--- src/design/mct_pkg.sv ---
// shared types, constants and helpers for the macd crossover position tracker
// no dependencies; every other design file refers to this package by scoped names
package mct_pkg;

    localparam int PRICE_W        = 32;
    localparam int GUARD_BITS_DEF = 8;
    localparam int LIMIT_W        = 10;
    localparam int HELD_W         = 11;
    localparam int BAL_W          = 48;
    localparam int ACTION_W       = 2;

    // smoothing factors, unsigned q0.16
    localparam int ALPHA_FRAC = 16;
    localparam logic [15:0] ALPHA_SHORT  = 16'd10082;  // 2/13
    localparam logic [15:0] ALPHA_LONG   = 16'd4855;   // 2/27
    localparam logic [15:0] ALPHA_SIGNAL = 16'd13107;  // 2/10

    localparam logic [LIMIT_W-1:0] LIMIT_RESET = 10'd1;

    localparam logic [ACTION_W-1:0] ACT_HOLD = 2'd0;
    localparam logic [ACTION_W-1:0] ACT_BUY  = 2'd1;
    localparam logic [ACTION_W-1:0] ACT_SELL = 2'd2;

    localparam logic signed [BAL_W-1:0] BAL_MAX = {1'b0, {(BAL_W-1){1'b1}}};
    localparam logic signed [BAL_W-1:0] BAL_MIN = {1'b1, {(BAL_W-1){1'b0}}};

    typedef logic signed [BAL_W-1:0]  t_bal;
    typedef logic signed [HELD_W-1:0] t_held;

    typedef struct packed {
        logic first;
        logic last;
    } t_tag;

    // clamp a sum that grew by one bit back to the balance range
    function automatic t_bal sat_bal(input logic signed [BAL_W:0] v);
        t_bal res;
        if (v[BAL_W] != v[BAL_W-1]) begin
            res = v[BAL_W] ? BAL_MIN : BAL_MAX;
        end else begin
            res = v[BAL_W-1:0];
        end
        return res;
    endfunction

endpackage

--- src/design/mct_avg_stage.sv ---
// first pipeline stage: short and long exponential averages of the price
// depends on mct_pkg
module mct_avg_stage #(
    parameter int GUARD_BITS = mct_pkg::GUARD_BITS_DEF
) (
    input  logic                             i_clk,
    input  logic                             i_rst_n,
    input  logic                             i_valid,
    output logic                             o_ready,
    input  logic [mct_pkg::PRICE_W-1:0]      i_price,
    input  mct_pkg::t_tag                    i_tag,
    output logic                             o_valid,
    input  logic                             i_ready,
    output logic [mct_pkg::PRICE_W+GUARD_BITS-1:0] o_short,
    output logic [mct_pkg::PRICE_W+GUARD_BITS-1:0] o_long,
    output logic [mct_pkg::PRICE_W-1:0]      o_price,
    output mct_pkg::t_tag                    o_tag
);
    localparam int AVG_W  = mct_pkg::PRICE_W + GUARD_BITS;
    localparam int DIFF_W = AVG_W + 1;
    localparam int PROD_W = DIFF_W + 17;

    logic                        r_valid;
    logic [AVG_W-1:0]            r_short, n_short;
    logic [AVG_W-1:0]            r_long, n_long;
    logic [mct_pkg::PRICE_W-1:0] r_price;
    mct_pkg::t_tag               r_tag;

    logic                        advance;
    logic [AVG_W-1:0]            xs;
    logic signed [DIFF_W-1:0]    d_short, d_long;
    logic signed [PROD_W-1:0]    p_short, p_long;
    logic signed [DIFF_W-1:0]    step_short, step_long;
    logic signed [DIFF_W-1:0]    sum_short, sum_long;

    assign o_ready = !r_valid || i_ready;
    assign advance = i_valid && o_ready;

    always_comb begin
        xs         = AVG_W'(i_price) << GUARD_BITS;
        d_short    = $signed({1'b0, xs}) - $signed({1'b0, r_short});
        d_long     = $signed({1'b0, xs}) - $signed({1'b0, r_long});
        p_short    = d_short * $signed({1'b0, mct_pkg::ALPHA_SHORT});
        p_long     = d_long * $signed({1'b0, mct_pkg::ALPHA_LONG});
        // arithmetic shift, i.e. floor toward minus infinity
        step_short = p_short[mct_pkg::ALPHA_FRAC +: DIFF_W];
        step_long  = p_long[mct_pkg::ALPHA_FRAC +: DIFF_W];
        sum_short  = $signed({1'b0, r_short}) + step_short;
        sum_long   = $signed({1'b0, r_long}) + step_long;
        if (i_tag.first) begin
            n_short = xs;
            n_long  = xs;
        end else begin
            n_short = sum_short[AVG_W-1:0];
            n_long  = sum_long[AVG_W-1:0];
        end
    end

    always_ff @(posedge i_clk) begin
        if (!i_rst_n) begin
            r_valid <= 1'b0;
            r_short <= '0;
            r_long  <= '0;
        end else begin
            if (o_ready) begin
                r_valid <= i_valid;
            end
            if (advance) begin
                r_short <= n_short;
                r_long  <= n_long;
            end
        end
    end

    always_ff @(posedge i_clk) begin
        if (advance) begin
            r_price <= i_price;
            r_tag   <= i_tag;
        end
    end

    assign o_valid = r_valid;
    assign o_short = r_short;
    assign o_long  = r_long;
    assign o_price = r_price;
    assign o_tag   = r_tag;

endmodule

--- src/design/mct_signal_stage.sv ---
// second pipeline stage: macd line and its signal average
// depends on mct_pkg
module mct_signal_stage #(
    parameter int GUARD_BITS = mct_pkg::GUARD_BITS_DEF
) (
    input  logic                                       i_clk,
    input  logic                                       i_rst_n,
    input  logic                                       i_valid,
    output logic                                       o_ready,
    input  logic [mct_pkg::PRICE_W+GUARD_BITS-1:0]     i_short,
    input  logic [mct_pkg::PRICE_W+GUARD_BITS-1:0]     i_long,
    input  logic [mct_pkg::PRICE_W-1:0]                i_price,
    input  mct_pkg::t_tag                              i_tag,
    output logic                                       o_valid,
    input  logic                                       i_ready,
    output logic signed [mct_pkg::PRICE_W+GUARD_BITS:0] o_macd,
    output logic signed [mct_pkg::PRICE_W+GUARD_BITS:0] o_signal,
    output logic [mct_pkg::PRICE_W-1:0]                o_price,
    output mct_pkg::t_tag                              o_tag
);
    localparam int MACD_W = mct_pkg::PRICE_W + GUARD_BITS + 1;
    localparam int SDIF_W = MACD_W + 1;
    localparam int PROD_W = SDIF_W + 17;

    logic                        r_valid;
    logic signed [MACD_W-1:0]    r_signal, n_signal;
    logic signed [MACD_W-1:0]    r_macd;
    logic [mct_pkg::PRICE_W-1:0] r_price;
    mct_pkg::t_tag               r_tag;

    logic                        advance;
    logic signed [MACD_W-1:0]    macd;
    logic signed [SDIF_W-1:0]    diff, step, sum;
    logic signed [PROD_W-1:0]    prod;

    assign o_ready = !r_valid || i_ready;
    assign advance = i_valid && o_ready;

    always_comb begin
        macd = $signed({1'b0, i_short}) - $signed({1'b0, i_long});
        diff = $signed({macd[MACD_W-1], macd}) - $signed({r_signal[MACD_W-1], r_signal});
        prod = diff * $signed({1'b0, mct_pkg::ALPHA_SIGNAL});
        step = prod[mct_pkg::ALPHA_FRAC +: SDIF_W];
        sum  = $signed({r_signal[MACD_W-1], r_signal}) + step;
        if (i_tag.first) begin
            n_signal = '0;
        end else begin
            n_signal = sum[MACD_W-1:0];
        end
    end

    always_ff @(posedge i_clk) begin
        if (!i_rst_n) begin
            r_valid  <= 1'b0;
            r_signal <= '0;
        end else begin
            if (o_ready) begin
                r_valid <= i_valid;
            end
            if (advance) begin
                r_signal <= n_signal;
            end
        end
    end

    always_ff @(posedge i_clk) begin
        if (advance) begin
            r_macd  <= macd;
            r_price <= i_price;
            r_tag   <= i_tag;
        end
    end

    assign o_valid  = r_valid;
    assign o_macd   = r_macd;
    assign o_signal = r_signal;
    assign o_price  = r_price;
    assign o_tag    = r_tag;

endmodule

--- src/design/mct_trade_stage.sv ---
// third pipeline stage: crossover decision, held units and cash balance
// depends on mct_pkg
module mct_trade_stage #(
    parameter int GUARD_BITS = mct_pkg::GUARD_BITS_DEF
) (
    input  logic                                       i_clk,
    input  logic                                       i_rst_n,
    input  logic [mct_pkg::LIMIT_W-1:0]                i_limit,
    input  logic                                       i_valid,
    output logic                                       o_ready,
    input  logic signed [mct_pkg::PRICE_W+GUARD_BITS:0] i_macd,
    input  logic signed [mct_pkg::PRICE_W+GUARD_BITS:0] i_signal,
    input  logic [mct_pkg::PRICE_W-1:0]                i_price,
    input  mct_pkg::t_tag                              i_tag,
    output logic                                       o_valid,
    input  logic                                       i_ready,
    output logic [mct_pkg::ACTION_W-1:0]               o_action,
    output mct_pkg::t_held                             o_held,
    output mct_pkg::t_bal                              o_cash,
    output logic [mct_pkg::PRICE_W-1:0]                o_price,
    output mct_pkg::t_tag                              o_tag
);
    localparam int BW = mct_pkg::BAL_W;

    logic                          r_valid;
    mct_pkg::t_held                r_held, n_held;
    mct_pkg::t_bal                 r_cash, n_cash;
    logic [mct_pkg::ACTION_W-1:0]  r_action, n_action;
    logic [mct_pkg::PRICE_W-1:0]   r_price;
    mct_pkg::t_tag                 r_tag;

    logic                          advance;
    mct_pkg::t_held                held_base, pos_lim, neg_lim;
    mct_pkg::t_bal                 cash_base;
    logic signed [BW:0]            price_x, cash_x;

    assign o_ready = !r_valid || i_ready;
    assign advance = i_valid && o_ready;

    always_comb begin
        // first day starts flat before the decision
        held_base = i_tag.first ? '0 : r_held;
        cash_base = i_tag.first ? '0 : r_cash;
        pos_lim   = $signed({1'b0, i_limit});
        neg_lim   = -pos_lim;
        price_x   = $signed({{(BW + 1 - mct_pkg::PRICE_W){1'b0}}, i_price});
        cash_x    = $signed({cash_base[BW-1], cash_base});
        n_held    = held_base;
        n_cash    = cash_base;
        n_action  = mct_pkg::ACT_HOLD;
        if (i_macd > i_signal && held_base < pos_lim) begin
            n_held   = held_base + mct_pkg::t_held'(1);
            n_cash   = mct_pkg::sat_bal(cash_x - price_x);
            n_action = mct_pkg::ACT_BUY;
        end else if (i_macd < i_signal && held_base > neg_lim) begin
            n_held   = held_base - mct_pkg::t_held'(1);
            n_cash   = mct_pkg::sat_bal(cash_x + price_x);
            n_action = mct_pkg::ACT_SELL;
        end
    end

    always_ff @(posedge i_clk) begin
        if (!i_rst_n) begin
            r_valid <= 1'b0;
            r_held  <= '0;
            r_cash  <= '0;
        end else begin
            if (o_ready) begin
                r_valid <= i_valid;
            end
            if (advance) begin
                r_held <= n_held;
                r_cash <= n_cash;
            end
        end
    end

    always_ff @(posedge i_clk) begin
        if (advance) begin
            r_action <= n_action;
            r_price  <= i_price;
            r_tag    <= i_tag;
        end
    end

    assign o_valid  = r_valid;
    assign o_action = r_action;
    assign o_held   = r_held;
    assign o_cash   = r_cash;
    assign o_price  = r_price;
    assign o_tag    = r_tag;

endmodule

--- src/design/mct_settle_stage.sv ---
// last pipeline stage and result register: balance settled at the current price
// depends on mct_pkg
module mct_settle_stage (
    input  logic                         i_clk,
    input  logic                         i_rst_n,
    input  logic                         i_valid,
    output logic                         o_ready,
    input  logic [mct_pkg::ACTION_W-1:0] i_action,
    input  mct_pkg::t_held               i_held,
    input  mct_pkg::t_bal                i_cash,
    input  logic [mct_pkg::PRICE_W-1:0]  i_price,
    input  mct_pkg::t_tag                i_tag,
    output logic                         o_valid,
    input  logic                         i_ready,
    output logic [mct_pkg::ACTION_W-1:0] o_action,
    output mct_pkg::t_held               o_held,
    output mct_pkg::t_bal                o_cash,
    output mct_pkg::t_bal                o_settled,
    output logic                         o_last
);
    localparam int BW     = mct_pkg::BAL_W;
    localparam int PROD_W = mct_pkg::HELD_W + mct_pkg::PRICE_W + 1;

    logic                         r_valid;
    logic [mct_pkg::ACTION_W-1:0] r_action;
    mct_pkg::t_held               r_held;
    mct_pkg::t_bal                r_cash;
    mct_pkg::t_bal                r_settled;
    logic                         r_last;

    logic                         advance;
    logic signed [PROD_W-1:0]     worth;
    logic signed [BW:0]           total;

    assign o_ready = !r_valid || i_ready;
    assign advance = i_valid && o_ready;

    always_comb begin
        worth = i_held * $signed({1'b0, i_price});
        total = $signed({i_cash[BW-1], i_cash}) + (BW + 1)'(worth);
    end

    always_ff @(posedge i_clk) begin
        if (!i_rst_n) begin
            r_valid <= 1'b0;
        end else if (o_ready) begin
            r_valid <= i_valid;
        end
    end

    always_ff @(posedge i_clk) begin
        if (advance) begin
            r_action  <= i_action;
            r_held    <= i_held;
            r_cash    <= i_cash;
            r_settled <= mct_pkg::sat_bal(total);
            r_last    <= i_tag.last;
        end
    end

    assign o_valid   = r_valid;
    assign o_action  = r_action;
    assign o_held    = r_held;
    assign o_cash    = r_cash;
    assign o_settled = r_settled;
    assign o_last    = r_last;

endmodule

--- src/design/macd_crossover_position_tracker.sv ---
// top level of the macd 12/26/9 crossover position tracker
// depends on mct_pkg, mct_avg_stage, mct_signal_stage, mct_trade_stage, mct_settle_stage
//
// usage
//   input channel (i_valid / o_ready) carries one word per trading day: the q16.16
//   closing price plus first-day and last-day marks. a first-day word seeds both
//   price averages, zeroes the signal and flattens position and cash
//   output channel (o_valid / i_ready) returns one word per input word, in order:
//   action (hold, buy, sell), position, cash balance and the balance settled at
//   that day's price; is_last marks the squared-off result of the last day
//   config channel (i_cfg_valid / o_cfg_ready) writes position_limit; it is always
//   ready and should only be written while no words are in flight
// timing
//   four register stages: price averages, signal average, trade decision, settle.
//   each stage keeps its own recurrence, so one word is accepted every cycle as
//   long as i_ready stays high
// reset and stall
//   synchronous active-low reset empties the pipe, zeroes all averages, position
//   and cash, and sets position_limit to 1. when i_ready is low the stages fill up
//   behind the result register; o_ready drops only once every stage holds a word
module macd_crossover_position_tracker #(
    parameter int GUARD_BITS = mct_pkg::GUARD_BITS_DEF
) (
    input  logic                         i_clk,
    input  logic                         i_rst_n,
    // config word
    input  logic                         i_cfg_valid,
    output logic                         o_cfg_ready,
    input  logic [mct_pkg::LIMIT_W-1:0]  i_cfg_position_limit,
    // price word
    input  logic                         i_valid,
    output logic                         o_ready,
    input  logic [mct_pkg::PRICE_W-1:0]  i_close_price,
    input  logic                         i_first_day,
    input  logic                         i_last_day,
    // result word
    output logic                         o_valid,
    input  logic                         i_ready,
    output logic [mct_pkg::ACTION_W-1:0] o_action,
    output logic signed [mct_pkg::HELD_W-1:0] o_position,
    output logic signed [mct_pkg::BAL_W-1:0]  o_balance,
    output logic signed [mct_pkg::BAL_W-1:0]  o_settled_balance,
    output logic                         o_is_last
);
    localparam int AVG_W  = mct_pkg::PRICE_W + GUARD_BITS;
    localparam int MACD_W = AVG_W + 1;

    // position limit register; the user must write it only between runs, the block does not enforce this
    logic [mct_pkg::LIMIT_W-1:0] r_position_limit;

    assign o_cfg_ready = 1'b1;

    always_ff @(posedge i_clk) begin
        if (!i_rst_n) begin
            r_position_limit <= mct_pkg::LIMIT_RESET;
        end else if (i_cfg_valid) begin
            r_position_limit <= i_cfg_position_limit;
        end
    end

    mct_pkg::t_tag in_tag;
    assign in_tag.first = i_first_day;
    assign in_tag.last  = i_last_day;

    // stage 1 -> 2
    logic                        s1_valid, s2_ready;
    logic [AVG_W-1:0]            s1_short, s1_long;
    logic [mct_pkg::PRICE_W-1:0] s1_price;
    mct_pkg::t_tag               s1_tag;

    // stage 2 -> 3
    logic                        s2_valid, s3_ready;
    logic signed [MACD_W-1:0]    s2_macd, s2_signal;
    logic [mct_pkg::PRICE_W-1:0] s2_price;
    mct_pkg::t_tag               s2_tag;

    // stage 3 -> 4
    logic                         s3_valid, s4_ready;
    logic [mct_pkg::ACTION_W-1:0] s3_action;
    mct_pkg::t_held               s3_held;
    mct_pkg::t_bal                s3_cash;
    logic [mct_pkg::PRICE_W-1:0]  s3_price;
    mct_pkg::t_tag                s3_tag;

    mct_avg_stage #(
        .GUARD_BITS (GUARD_BITS)
    ) u_avg (
        .i_clk   (i_clk),
        .i_rst_n (i_rst_n),
        .i_valid (i_valid),
        .o_ready (o_ready),
        .i_price (i_close_price),
        .i_tag   (in_tag),
        .o_valid (s1_valid),
        .i_ready (s2_ready),
        .o_short (s1_short),
        .o_long  (s1_long),
        .o_price (s1_price),
        .o_tag   (s1_tag)
    );

    mct_signal_stage #(
        .GUARD_BITS (GUARD_BITS)
    ) u_signal (
        .i_clk    (i_clk),
        .i_rst_n  (i_rst_n),
        .i_valid  (s1_valid),
        .o_ready  (s2_ready),
        .i_short  (s1_short),
        .i_long   (s1_long),
        .i_price  (s1_price),
        .i_tag    (s1_tag),
        .o_valid  (s2_valid),
        .i_ready  (s3_ready),
        .o_macd   (s2_macd),
        .o_signal (s2_signal),
        .o_price  (s2_price),
        .o_tag    (s2_tag)
    );

    mct_trade_stage #(
        .GUARD_BITS (GUARD_BITS)
    ) u_trade (
        .i_clk    (i_clk),
        .i_rst_n  (i_rst_n),
        .i_limit  (r_position_limit),
        .i_valid  (s2_valid),
        .o_ready  (s3_ready),
        .i_macd   (s2_macd),
        .i_signal (s2_signal),
        .i_price  (s2_price),
        .i_tag    (s2_tag),
        .o_valid  (s3_valid),
        .i_ready  (s4_ready),
        .o_action (s3_action),
        .o_held   (s3_held),
        .o_cash   (s3_cash),
        .o_price  (s3_price),
        .o_tag    (s3_tag)
    );

    // result register
    mct_settle_stage u_settle (
        .i_clk     (i_clk),
        .i_rst_n   (i_rst_n),
        .i_valid   (s3_valid),
        .o_ready   (s4_ready),
        .i_action  (s3_action),
        .i_held    (s3_held),
        .i_cash    (s3_cash),
        .i_price   (s3_price),
        .i_tag     (s3_tag),
        .o_valid   (o_valid),
        .i_ready   (i_ready),
        .o_action  (o_action),
        .o_held    (o_position),
        .o_cash    (o_balance),
        .o_settled (o_settled_balance),
        .o_last    (o_is_last)
    );

    // nothing comes out of the pipe right after reset
    a_empty_after_reset: assert property (@(posedge i_clk)
        $past(!i_rst_n) |-> !o_valid)
        else $error("result valid right after reset");

    // an empty pipe always takes a price word
    a_ready_when_empty: assert property (@(posedge i_clk) disable iff (!i_rst_n)
        (!s1_valid && !s2_valid && !s3_valid && !o_valid) |-> o_ready)
        else $error("empty pipe refuses input");

    // flat and idle means nothing to settle
    a_flat_settles_to_cash: assert property (@(posedge i_clk) disable iff (!i_rst_n)
        (o_valid && o_action == mct_pkg::ACT_HOLD && o_position == '0)
        |-> o_settled_balance == o_balance)
        else $error("flat position settles away from cash");

    // a buy never ends at the deepest short, a sell never at the deepest long
    a_trade_direction: assert property (@(posedge i_clk) disable iff (!i_rst_n)
        (s3_valid && (s3_action == mct_pkg::ACT_BUY || s3_action == mct_pkg::ACT_SELL))
        |-> (s3_action == mct_pkg::ACT_BUY ? s3_held != -mct_pkg::t_held'(1023)
                                           : s3_held != mct_pkg::t_held'(1023)))
        else $error("trade ends at impossible position");

    // a stalled result word keeps its position and settled balance
    a_hold_on_stall: assert property (@(posedge i_clk) disable iff (!i_rst_n)
        (o_valid && !i_ready) |=> $stable(o_position) && $stable(o_settled_balance))
        else $error("stalled result changed");

endmodule
--- config.mk ---
export PLATFORM = sky130hd
export DESIGN_NAME = macd_crossover_position_tracker
export DESIGN_NICKNAME = d
export VERILOG_FILES = /design/src/design/mct_pkg.sv /design/src/design/mct_avg_stage.sv /design/src/design/mct_signal_stage.sv /design/src/design/mct_trade_stage.sv /design/src/design/mct_settle_stage.sv /design/src/design/macd_crossover_position_tracker.sv
export SDC_FILE = /design/constraint.sdc
export NUM_CORES = 2
export LEC_CHECK = 0
export ABC_AREA = 1
export BUFFER_PORTS_ARGS = -buffer_cell sky130_fd_sc_hd__clkbuf_2
export CELL_PAD_IN_SITES_DETAIL_PLACEMENT = 0
export CELL_PAD_IN_SITES_GLOBAL_PLACEMENT = 1
export CORE_MARGIN = 2
export CORE_UTILIZATION = 45
export DETAILED_ROUTE_END_ITERATION = 7
export PLACE_DENSITY_LB_ADDON = 0.25
export SYNTH_ARGS = -nofsm -noshare
export SYNTH_HDL_FRONTEND = slang
export SYNTH_SLANG_ARGS = --single-unit
--- constraint.sdc ---
create_clock -name i_clk -period 31.8 [get_ports i_clk]
set_input_delay 1.59 -clock i_clk [delete_from_list [all_inputs] [get_ports i_clk]]
set_output_delay 1.59 -clock i_clk [all_outputs]
set_load 0.03 [all_outputs]
Word level (Yosys, flattened, before mapping)
Cells that the tools add are included.

word-level totals
  bits in registers = 448
  latch bits = 0
  bits in writable memories = 0
  memory bits (read-only) = 0
  bits of input ports = 49
  output and inout port bits = 113
  word-level logic and storage cells = 79
  memories = 0

cells by class
  add/sub/neg operators = 13
  multiply operators = 4
  div/mod/pow operators = 0
  $lt $le $gt $ge = 4
  eq/ne operators = 3
  shift operators = 0
  muxes and demuxes = 16
  bitwise gates (word level) = 0
  reduce and logical (&&, ||, !) cells = 14

operator list
  cell                                                 count
  two-way mux 48 bit                                   9
  subtractor 40 x 40 -> 41 bit                         3
  multiplier 41 x 14 -> 55 bit, second input constant  2
  adder 40 bit                                         2
  two-way mux 40 bit                                   2
  multiplier 42 x 15 -> 57 bit, second input constant  1
  adder 48 x 33 -> 49 bit                              1
  adder 48 x 44 -> 49 bit                              1
  subtractor 48 x 33 -> 49 bit                         1
  multiplier 11 x 33 -> 44 bit                         1
  subtractor 41 x 41 -> 42 bit                         1
  adder 41 bit                                         1
  > comparator 41 bit                                  1
  < comparator 41 bit                                  1
  two-way mux 41 bit                                   1
  two-way mux 11 bit                                   3
  adder 11 x 2 -> 11 bit, second input constant        1
  > comparator 11 bit                                  1
  < comparator 11 bit                                  1
  negation 10 -> 11 bit                                1
  subtractor 11 x 2 -> 11 bit, second input constant   1
  logical AND 1 bit                                    6
  zero test 1 bit                                      4
  logical OR 1 bit                                     4
  other kinds (2)                                      4

Logic depth before layout (Yosys ltp)
  depth in word-level cells = 6
  depth in mapped cells = 57
  gate-level depth less buffers = 57

Cells and area by module
From an unflattened synthesis, not the netlist that was laid out.

second synthesis, totals
  cells, all modules = 12756
  area, all modules = 92145.9 sq um

by module, submodules not included
  module                           instances  cells each  area an instance (sq um)  seq. area each (sq um)
  mct_avg_stage                    1          5178        37952.6                   2642.5
  mct_signal_stage                 1          2968        22391.5                   3093.0
  mct_settle_stage                 1          2189        17949.7                   3323.2
  mct_trade_stage                  1          2357        13431.6                   2282.2
  macd_crossover_position_tracker  1          64          420.4                     200.2

Least setup slack after synthesis
No wires, ideal clock.

  path type = flip-flop to flip-flop
  start point = register u_avg.r_short[0], in the netlist u_avg.o_short[0]
  end point = register u_signal.r_signal[40], in the netlist u_signal.o_signal[40]
  library setup time = 0.132 ns
  arrival time = 10.150 ns
  required time = 31.668 ns
  path slack = 21.518 ns
  stages on the path, launching flop included = 53
  path buffers = 0
  clock period less this slack = 10.282 ns
  cell sequence = dfxtp_1 inv_1 ha_1 fa_1 nand3b_1 nand2_1 a21oi_1 o21ai_0 a21boi_0 o21ai_0 nand3_1 nand2_1 nand2_1 nand2_1 xor2_1 ha_1 a21oi_1 o21ai_0 (+17 left out) nand2_1 nor2_1 inv_1 nor2_1 nand3_1 o21ai_0 a21oi_1 xor2_1 inv_1 ha_1 nand2_1 o21a_1 or2_2 nand4_1 a21oi_1 nand3b_1 nand3_1 a21oi_1

on the way
  cells in the longest elaborated chain, start to end = 5

ends and longest elaborated chain
  what                          RTL line                text
  from (decl)                   mct_avg_stage.sv:24     logic [AVG_W-1:0] r_short, n_short;
  from (signal assigned)        mct_avg_stage.sv:69     r_short <= n_short;
  subtractor 40 x 40 -> 41 bit  mct_signal_stage.sv:40  macd = $signed({1'b0, i_short}) - $signed({1'b0, i_long});
  named net u_signal.macd[36]   mct_signal_stage.sv:32  logic signed [MACD_W-1:0] macd;
  subtractor 41 x 41 -> 42 bit  mct_signal_stage.sv:41  diff = $signed({macd[MACD_W-1], macd}) - $signed({r_signal[MACD_W-1], r_signal});
  multiplier 42 x 15 -> 57 bit  mct_signal_stage.sv:42  prod = diff * $signed({1'b0, mct_pkg::ALPHA_SIGNAL});
  adder 41 bit                  mct_signal_stage.sv:44  sum = $signed({r_signal[MACD_W-1], r_signal}) + step;
  two-way mux 41 bit            mct_signal_stage.sv:45  if (i_tag.first) begin
  to (signal assigned)          mct_signal_stage.sv:61  r_signal <= n_signal;
  to (decl)                     mct_signal_stage.sv:26  logic signed [MACD_W-1:0] r_signal, n_signal;

The timed path passes the listed nets, and every way through them passes these cells.
A chain may end at the register's enable or synchronous reset.

Worst setup path after layout
  start point = register u_avg.r_short[0], in the netlist u_avg.o_short[0]
  end point = register u_signal.r_signal[39], in the netlist u_signal.o_signal[39]

Same word-level chain as after synthesis.

==> results.sh <==
export IMPL_path_class="reg2reg"
export IMPL_vias_per_cell=5.34
export IMPL_cts_tree="built"
export IMPL_fmax_ghz=0.0783
export IMPL_hold_path_class="reg2reg"
export IMPL_clkSlewWorstSetupHoldPaths_ps=60
export IMPL_fillers=20396
export IMPL_grtUsageTotal_pct=32.1
export IMPL_synth_distinct_cells=60
export IMPL_worst_path_max_fanout=10
export IMPL_cts_max_path_buffers=3
export IMPL_cts_made_buffers=58
export IMPL_io_pins=162
export IMPL_seq_area_um2=11500
export IMPL_outcome="completed"
export IMPL_cts_post_setup_buffers_inserted=0
export IMPL_ctsResizeCount=0
export IMPL_synth_top_area_share_pct=22.7
export IMPL_globalRouteOverflowTotal=0
export IMPL_rsz0062_at_grt="no"
export IMPL_period_needed_ps=12770
export IMPL_worstPathArrival_ps=13300
export IMPL_cts_hold_buf=0
export IMPL_gp_congestion=1.06
export IMPL_finalMaxSlewViolations=0
export IMPL_synth_fp_nets=14581
export IMPL_avgSynthCellArea_um2=7.26
export IMPL_grt_pass1_wl_mm=498
export IMPL_wl_per_cell_um=21.7
export IMPL_dieArea_um2=203000
export IMPL_crit_path_end_kind="flip-flop"
export IMPL_grt_max_degree=73
export IMPL_yosysWarnings=0
export IMPL_rows=164
export IMPL_start_kind="flip-flop"
export IMPL_fin_area_um2=96000
export IMPL_postSynth_asyncResetShare_pct=0
export IMPL_dieHeight_um=451
export IMPL_crit_family="adder cells"
export IMPL_wl_mm=330
export IMPL_cp_data_required_time_ps=32330
export IMPL_start_util_pct=45.1
export IMPL_htree_levels=2
export IMPL_area_growth_pct=6.69
export IMPL_yosysTopAreaCell="fa_1"
export IMPL_io_buffers=160
export IMPL_core_area_um2=199000
export IMPL_cts_sinks=448
export IMPL_die_width_um=451
export IMPL_synth_seq_area_share_pct=12.8
export IMPL_fin_crit_sh_pct=40.2
export IMPL_final_antenna_net_count=0
export IMPL_synth_area_leaders="fa_1, ha_1, inv_1, nand2_1, edfxtp_1"
export IMPL_final_nets=14669
export IMPL_syn_area_um2=90000
export IMPL_antenna_found_initial=26
export IMPL_grt_pass1_vias=80564
export IMPL_dp_hpwl_mm=286
export IMPL_root_buffer="clkbuf_16"
export IMPL_initialDrtViolationCount=7307
export IMPL_ys_ff_latch=448
export IMPL_drive_above_1_share_pct=3.63
export IMPL_syn_inst=12388
export IMPL_yosys_most_used_dff="edfxtp_1"
export IMPL_tns_ps=0
export IMPL_route_detailed_drc=0
export IMPL_setup_viol=0
export IMPL_finalHoldViolCount=0
export IMPL_maxCapViolCount=0
export IMPL_clk_latency_ps=710
export IMPL_slew_headroom_pct=14.5
export IMPL_crit_top_cell="a21oi_1"
export IMPL_place_area_um2=93900
export IMPL_synth_edff_count=254
export IMPL_dr_total_vias=81217
export IMPL_firstDrtPassIters=7
export IMPL_cp_slowest_cell="dfxtp_1"
export IMPL_clock_skew_ps=41.8
export IMPL_max_stage_delay_ps=540
export IMPL_multi_input_area_um2=66600
export IMPL_cp_buffers_inverters=6
export IMPL_worst_pin_slew_ps=1280
[path summary, 6_finish.rpt]
check / start / to / slack, ps / cells after the start
min: u_avg.o_price[23] / u_signal.o_price[23] / 420 / 0
min reg2reg: u_avg.o_price[23] / u_signal.o_price[23] / 420 / 0
max reg2reg: u_avg.o_short[0] / u_signal.o_signal[39] / 19030 / 49
max: u_avg.o_short[0] / u_signal.o_signal[39] / 19030 / 49
[through the flow]
stage | hold WS, ps | utilization, % | std cells | setup WS (ps)
final | 418 | 48.2 | 15209 | 19030
after CTS | 418 | 48.1 | 15181 | 19010
after detailed placement | 405 | 47.1 | 15072 | 19080
after global routing | 427 | 48.2 | 15203 | 18110
after floorplan | 400 | - | 12388 | 21520
after global placement | 401 | 47.1 | 15072 | 19150
[cell usage in the layout (no fill, tap or decap), types with 6 or more instances in the layout]
cell | Yosys | routed
buf_4 | 8 | 80
a31o_2 | 7 | 7
nand3_1 | 433 | 432
o21ai_1 | 16 | 16
clkinv_2 | 0 | 9
a21oi_1 | 861 | 861
nor4_1 | 46 | 46
clkbuf_2 | 0 | 160
nand2_2 | 7 | 10
o21bai_1 | 64 | 64
or2_2 | 53 | 53
edfxtp_1 | 254 | 254
dfxtp_1 | 194 | 194
and3_1 | 10 | 10
ha_1 | 1123 | 1123
inv_6 | 0 | 13
nor3_1 | 89 | 89
a31oi_1 | 151 | 151
o211ai_1 | 15 | 15
nand2_1 | 2567 | 2564
a21boi_0 | 29 | 29
clkbuf_16 | 0 | 59
a211oi_1 | 9 | 9
xnor2_1 | 139 | 139
o21ai_0 | 428 | 428
inv_1 | 2917 | 2914
o21a_1 | 54 | 54
inv_2 | 11 | 11
fa_1 | 1021 | 1021
o22ai_1 | 38 | 38
a21o_1 | 91 | 91
nand4_1 | 113 | 113
nor2_1 | 1014 | 1010
bufinv_16 | 0 | 8
diode_2 | 0 | 28
xor2_1 | 310 | 308
o221ai_1 | 16 | 16
a221oi_1 | 6 | 6
nand3b_1 | 40 | 40
[layer usage]
layer  up-vias  wire, um  track usage [%]
met4        12     12800             10.9
met5         -        78                0
li1      38928         -                -
met1     39112    150000             45.4
met2      2753    146000             50.3
met3       412     21900             4.33
[worst register-to-register path, delay by kind of cell (launching register included)]
family / cells / cell delay (ps)
AOI/OAI and AO/OA: 15 / 3090
xor gates and xnor gates: 3 / 1340
adders and majority gates: 11 / 4510
buffers and inverters: 6 / 610
DFF: 1 / 540
and+or+nand+nor: 14 / 2490
[cell usage after synthesis, types with 5 or more instances]
master and instances:
a211oi_1 9, a21boi_0 29, a21o_1 91, a21oi_1 861, a221oi_1 6, a31o_2 7
a31oi_1 151, and3_1 10, buf_1 15, buf_2 41, buf_4 8, clkbuf_1 146
dfxtp_1 194, edfxtp_1 254, fa_1 1021, ha_1 1123, inv_1 2917, inv_2 11
nand2_1 2567, nand2_2 7, nand2_4 5, nand3_1 433, nand3b_1 40, nand4_1 113
nor2_1 1014, nor3_1 89, nor4_1 46, o211ai_1 15, o21a_1 54, o21ai_0 428
o21ai_1 16, o21bai_1 64, o221ai_1 16, o22ai_1 38, o31ai_1 5, or2_2 53
xnor2_1 139, xor2_1 310
[flip-flops by register name (all words and copies together) (netlist names), 2 cells and up]
name / cells
u_avg.o_tag: 2
u_trade.o_action: 2
u_avg.o_short: 40
u_settle.o_held: 11
u_settle.o_action: 2
u_signal.o_signal: 41
u_trade.o_held: 11
u_signal.o_price: 32
u_signal.o_tag: 2
u_trade.o_price: 32
u_avg.o_long: 40
u_settle.o_cash: 48
u_trade.o_cash: 48
u_settle.o_settled: 48
u_signal.o_macd: 41
u_avg.o_price: 32
r_position_limit: 10
[layout make-up]
type | count | share of cell area, %
Timing Repair Buffer | 240 | 1.46
Antenna cell | 28 | 0.0730
Inverter | 2931 | 11.5
Multi-Input combinational cell | 8797 | 69.4
Tap cell | 2656 | 3.46
Clock inverter | 42 | 0.531
Clock buffer | 67 | 1.60
Sequential cell | 448 | 12.0
[cell families (layout without fill, tap and decap cells)]
| logic type | after synthesis | count (layout) | share of synthesized area, % |
|---|---|---|---|
| compound gates | 1803 | 1803 | 11.2 |
| xor+xnor | 450 | 450 | 4.39 |
| fa+ha+maj | 2144 | 2144 | 38.3 |
| buf+inv | 3143 | 3280 | 13.2 |
| flops | 448 | 448 | 12.8 |
| other cells | 2 | 30 | 0.00835 |
| simple gates | 4398 | 4398 | 20.0 |
Power is not shown: default switching activity piles up to over one toggle a cycle in this logic, so the estimate is an artifact.
